===== config.mk =====
export PLATFORM = sky130hd
export DESIGN_NAME = tkpq_cell
export DESIGN_NICKNAME = d
export VERILOG_FILES = /design/src/hw/rtl/assert_macros.svh /design/src/hw/rtl/tkpq_pkg.sv /design/src/hw/rtl/tkpq_cell.sv
export SDC_FILE = /design/constraint.sdc
export NUM_CORES = 1
export LEC_CHECK = 0
export ABC_AREA = 1
export BUFFER_PORTS_ARGS = -buffer_cell sky130_fd_sc_hd__buf_4
export CAP_MARGIN = 10
export CORE_AREA = 2 2 213 215
export DETAILED_ROUTE_END_ITERATION = 16
export DIE_AREA = 0 0 215 217
export PLACE_DENSITY_LB_ADDON = 0.3
export SLEW_MARGIN = 10
export SYNTH_ARGS = -nofsm -noshare
export SYNTH_HDL_FRONTEND = slang
export SYNTH_SLANG_ARGS = --single-unit
export TNS_END_PERCENT = 30

===== constraint.sdc =====
create_clock -name clk -period 4 [get_ports clk]
set_input_delay 0.4 -clock clk [delete_from_list [all_inputs] [get_ports clk]]
set_output_delay 0.4 -clock clk [all_outputs]
set_load 0.1 [all_outputs]

===== src/hw/rtl/assert_macros.svh =====
// Assertion helpers shared by the RTL. Each expects signals named clk and rst in scope.
`ifndef ASSERT_MACROS_SVH
`define ASSERT_MACROS_SVH

// A property that must hold at every clock edge outside reset.
`define TKPQ_ASSERT(lbl, prop, msg) \
  lbl: assert property (@(posedge clk) disable iff (rst) (prop)) else $error(msg);

// When the condition holds at one edge, the consequence must hold at the next.
`define TKPQ_ASSERT_NEXT(lbl, cond, cons, msg) \
  lbl: assert property (@(posedge clk) disable iff (rst) (cond) |=> (cons)) else $error(msg);

`endif


===== src/hw/rtl/tkpq_pkg.sv =====
package tkpq_pkg;

  localparam int DEPTH = 64;
  localparam int IDX_W = $clog2(DEPTH);
  localparam int CNT_W = $clog2(DEPTH + 1);

  typedef logic [IDX_W-1:0] idx_t;
  typedef logic [CNT_W-1:0] cnt_t;

  localparam logic [1:0] OP_INSERT = 2'd0;
  localparam logic [1:0] OP_FIND   = 2'd1;
  localparam logic [1:0] OP_REMOVE = 2'd2;
  localparam logic [1:0] OP_POP    = 2'd3;

  localparam logic [1:0] ST_OK     = 2'd0;
  localparam logic [1:0] ST_FULL   = 2'd1;
  localparam logic [1:0] ST_EMPTY  = 2'd2;
  localparam logic [1:0] ST_BADIDX = 2'd3;

  typedef struct packed {
    logic [7:0]  sev;
    logic [63:0] key;
    logic [31:0] name;
  } entry_t;

  // Best-so-far candidate travelling along the row of cells.
  typedef struct packed {
    logic   valid;
    entry_t ent;
    idx_t   idx;
  } token_t;

  typedef struct packed {
    logic load_new;
    logic shift;
  } cell_ctl_t;

  // True when a is strictly more urgent than b.
  function automatic logic more_urgent(entry_t a, entry_t b);
    if (a.sev != b.sev) begin
      return a.sev > b.sev;
    end
    return a.key < b.key;
  endfunction

endpackage


===== src/hw/rtl/tkpq_cell.sv =====
module tkpq_cell (
  input  logic                clk,
  input  tkpq_pkg::cell_ctl_t ctl,
  input  tkpq_pkg::entry_t    new_entry,
  input  tkpq_pkg::entry_t    right_entry,
  input  logic                occupied,
  input  tkpq_pkg::idx_t      cell_idx,
  input  tkpq_pkg::token_t    tok_in,
  output tkpq_pkg::entry_t    ent,
  output tkpq_pkg::token_t    tok
);

  tkpq_pkg::token_t tok_next;

  // The incoming candidate wins ties, since it always comes from a lower index.
  always_comb begin
    tok_next = tok_in;
    if (occupied && (!tok_in.valid || tkpq_pkg::more_urgent(ent, tok_in.ent))) begin
      tok_next.valid = 1'b1;
      tok_next.ent   = ent;
      tok_next.idx   = cell_idx;
    end
  end

  always_ff @(posedge clk) begin
    if (ctl.load_new) begin
      ent <= new_entry;
    end else if (ctl.shift) begin
      ent <= right_entry;
    end
    tok <= tok_next;
  end

endmodule


# After elaboration in Yosys (flattened, before gate mapping)
# Cells that the tools add are included.
# totals
elab_cells	21
in_bits	329
output_inout_bits	215
ff_bits	215
# classes
order_cmp	2
n_eq_ne	1
mux	6
n_reduce_logical	4
# op_table
operator	count
2-to-1 mux 104 bit	2
2-to-1 mux 110 bit	1
< comparator 64 bit	1
greater-than comparator 8 bit	1
!= test 8 bit	1
2-to-1 mux 1 bit	3
nonzero test 2 bit	1
logical AND 1 bit	1
logical NOT 1 bit	1
logical OR 1 bit	1

# Depth between registers and ports, before layout
# depth
ltp_word	6
depth_mapped	20
mapped_depth_nobuf	18

# Worst setup path after synthesis
# Ideal clock, no wire load.
# synth_path
path_type	input to register
start	input port ctl[1] (netlist name)
end	register ent[0] (netlist name) (enable)
path_buffers	2
cell_stages	3
arrival_ns	2.235
slack_ns	1.347
t_required_ns	3.581
setup_time_ns	0.419
cell_sequence	clkbuf_1 > clkbuf_1 > or2_2
# synth_via
elab_chain_cells	1
# synth_rtl
element	line	rtl
start: declaration	tkpq_cell.sv:3	input tkpq_pkg::cell_ctl_t ctl,
nonzero test 2 bit (no line)	--	
end signal: assignment	tkpq_cell.sv:27	ent <= new_entry;
end signal: assignment	tkpq_cell.sv:29	ent <= right_entry;
end: declaration	tkpq_cell.sv:9	output tkpq_pkg::entry_t ent,
# Every way passes these cells.
# A chain may end at the register's enable or synchronous reset.

==> results.yml <==
layout:
  drive_gt1_frac: 0.339
  final_util: 0.348
  stdcell_count: 2367
  final_nets: 2144
  area.growth.synth_to_final_pct: 53.9
global_route:
  grt_first_pass_wirelength_um: 58600
  grt_start_max_net_pins: 69
  grtUsageTotal: 0.165
  grt_overflow_total: 0
  number_of_antenna_violations_at_the_first_check_in_global_routing: 2
  vias_in_the_first_global_route: 9694
clocking:
  numCtsBuffers: 27
  root_buffer: "sky130_fd_sc_hd__clkbuf_16"
  clk-insertion-delay-late_ps: 550
  cts_tree: "built"
  number_of_buffers_inserted_by_post_cts_setup_repair: 0
  holdBufCountCts: 0
  tritoncts_num_sinks: 215
  cts_htree_levels: 1
  clockBufferDepth: 3
  cts-resized-gates: 0
  path_clk_slew_ps: 60
logic_synthesis:
  yosysMostFrequentCell: "sky130_fd_sc_hd__nand2_1"
  synth_top_cells_by_area: "sky130_fd_sc_hd__edfxtp_1 (31%), sky130_fd_sc_hd__dfxtp_1 (22%), sky130_fd_sc_hd__nand2_1 (22%)"
  post_synth_edffs: 104
  postSynthNetCount: 1620
  synthesis.area_per_instance_um2: 8.28
  ys_top_cells_by_count: "sky130_fd_sc_hd__nand2_1 (590), sky130_fd_sc_hd__nand3_1 (120), sky130_fd_sc_hd__dfxtp_1 (111)"
  synth_seq_area_share: 0.529
  synth.lib_cells_used.distinct: 23
  synth_top_cell_area_share: 0.309
  synthesis.instances: 1220
  synthesis.area_um2: 10100
  yosysWarningCount: 0
  ys_seq_elements: 215
  synthFlopType: "sky130_fd_sc_hd__dfxtp_1"
  postSynth.asyncResetShare: 0
  yosys.area.top_type: "sky130_fd_sc_hd__edfxtp_1"
pwr:
  max-vdd-ir-drop_uv: 252
  p_leak_nw: 8.25
  p_per_area_nw_per_um2: 541
sta:
  fin_skew_ps: 13.2
  max_freq_ghz: 0.354
  fin_tns_setup_ps: 0
  fin_crit_share: 0.706
  rsz0062_at_grt: "no"
  timing_hold_violations_final: 0
  slew_hr: 0.447
  worst_pin_slew_ps: 830
  final_max_slew_viol_count: 0
  setup_viol_count_final: 0
  timing.final.crit_period_ps: 2820
worst_setup_path:
  worst_setup_path_endpoint: "tok[97]"
  regToRegSetupSlack_ps: 1180
  timing.setup.critical_path_class: "reg -> reg"
  critical_path.max_fanout: 59
  reg2reg_depth: 18
  start_point_of_the_critical_path: "ent[33]"
  r2r_end: "tok[97]"
  timing.critical_path.required_ps: 4490
  data_arrival_time_at_the_worst_slack_endpoint_ps: 3310
  timing.rr.start: "ent[33]"
  timing.critical_path.from_type: "flip-flop"
  crit_path_end_kind: "flip-flop"
floorplanning:
  top_level_ports: 544
  placeableCoreArea_um2: 44700
  chipWidth_um: 215
  initial_standard_cell_utilization_of_the_core: 0.226
  fp.dieArea_um2: 46700
  floorplan.rows: 78
  die_height_um: 217
job:
  cap_violations: 0
detailed_routing:
  via_per_inst: 4.18
  postRouteAntennaNets: 0
  dr_total_vias: 9893
  initialDrtViolationCount: 694
  first_pass_iters: 5
  detail_route.drc_violations: 0
  finalWirelength_um: 40600
  wl_per_cell_um: 17.1
placement:
  numPlacedInstances: 2315
  dp_hpwl_um: 31600
  port_buffers: 543
  routability_congestion_estimate: 0.931
min_path:
  worst_hold_path_type: "in -> reg"
status:
  status: "finished, final reports clean"
[sequential cells by signal, summed over array words and instances, names as in the netlist]
register and cells:
tok 111, ent 104
[report_power, final]
part	switching [mW]	internal (mW)
registers	0.163	2.60
logic	2.62	0.760
clock network	0.977	1.30
[worst max-delay path: stages (launching register included)]
cell and delay, ps:
sky130_fd_sc_hd__edfxtp_1 480, sky130_fd_sc_hd__ha_1 320, sky130_fd_sc_hd__nand2_1 50, sky130_fd_sc_hd__nand2_1 110
sky130_fd_sc_hd__nand2_1 60, sky130_fd_sc_hd__nand2_1 80, sky130_fd_sc_hd__nand2_1 50, sky130_fd_sc_hd__nand2_1 70
sky130_fd_sc_hd__nand2_1 50, sky130_fd_sc_hd__nand2_1 90, sky130_fd_sc_hd__nand2_1 60, sky130_fd_sc_hd__nand2_1 130
sky130_fd_sc_hd__nand2_1 60, sky130_fd_sc_hd__nand2_1 100, sky130_fd_sc_hd__nand2_4 70, sky130_fd_sc_hd__nand2_4 540
sky130_fd_sc_hd__buf_12 280, sky130_fd_sc_hd__nand2_1 90, sky130_fd_sc_hd__nand2_1 70
[area by class of cell]
type / instances / area (µm²)
fill: 4751 / 29100
sequential: 215 / 5350
timing repair buffer: 554 / 4200
multi-input combinational: 858 / 4110
tap: 600 / 751
clock buffer: 38 / 747
inverter: 88 / 333
clock inverter: 12 / 67.6
antenna: 2 / 5.00
[placed cells by master, fill, tap and decap left out]
cell and n:
sky130_fd_sc_hd__nand2_1 588, sky130_fd_sc_hd__buf_4 551, sky130_fd_sc_hd__nand3_1 120, sky130_fd_sc_hd__dfxtp_1 111
sky130_fd_sc_hd__edfxtp_1 104, sky130_fd_sc_hd__inv_1 87, sky130_fd_sc_hd__ha_1 71, sky130_fd_sc_hd__a21oi_1 32
sky130_fd_sc_hd__clkbuf_16 27, sky130_fd_sc_hd__nor2_1 20, sky130_fd_sc_hd__o21ai_0 8, sky130_fd_sc_hd__nand4_1 8
sky130_fd_sc_hd__clkbuf_1 8, sky130_fd_sc_hd__clkinv_2 5, sky130_fd_sc_hd__nor3_1 3, sky130_fd_sc_hd__clkinvlp_4 3
sky130_fd_sc_hd__clkbuf_8 3, sky130_fd_sc_hd__clkinv_1 3, sky130_fd_sc_hd__buf_12 3, sky130_fd_sc_hd__diode_2 2
sky130_fd_sc_hd__nand2_4 2, sky130_fd_sc_hd__o21a_1 1, sky130_fd_sc_hd__a21o_1 1, sky130_fd_sc_hd__a31oi_1 1
sky130_fd_sc_hd__nor3_2 1, sky130_fd_sc_hd__a211oi_1 1, sky130_fd_sc_hd__inv_4 1, sky130_fd_sc_hd__or2_4 1
sky130_fd_sc_hd__inv_6 1
[per-stage QoR]
step	cell area, µm²	setup slack, ps	hold WS, ps	total power, mW
after global routing	15600	884	22.4	8.74
after floorplan	10100	1350	503	5.25
after CTS	15500	1070	8.15	8.52
final	15600	1180	40.6	8.42
after global placement	14700	1050	484	6.19
after detailed placement	14700	1050	490	6.21
[logic make-up (layout without fill, tap and decap cells)]
kind of cell             count (synthesis)  after routing  share of synthesized area
AO/OA/AOI/OAI                           44             44                     0.0227
AND/OR/NAND/NOR                        743            743                      0.294
adder cells (fa/ha/maj)                 71             71                     0.0879
flip-flops                             215            215                      0.529
buffers and inverters                  147            692                     0.0664
other                                    0              2                          0
[routing by layer]
metal,GRT usage,routed length (µm),vias up,share of wire
met5,0,0,-,0
met4,0.0520,1120,0,0.027
met3,0.0361,2710,59,0.067
met2,0.291,20400,352,0.50
met1,0.200,16300,4519,0.40
li1,-,-,4963,-
[worst min-delay path by stage]
stage                          start       to  slack [ps]  cells after the start
after detailed placement      ent[1]   tok[7]         490                      2
after CTS                 tok_in[10]  tok[10]           8                      3
after global placement       ent[19]  tok[25]         480                      2
final                     tok_in[26]  tok[26]          40                      3
after floorplan            tok_in[0]   tok[0]         500                      2
after global routing      tok_in[14]  tok[14]          20                      3
Note: power is estimated with default switching activity, not from simulation.
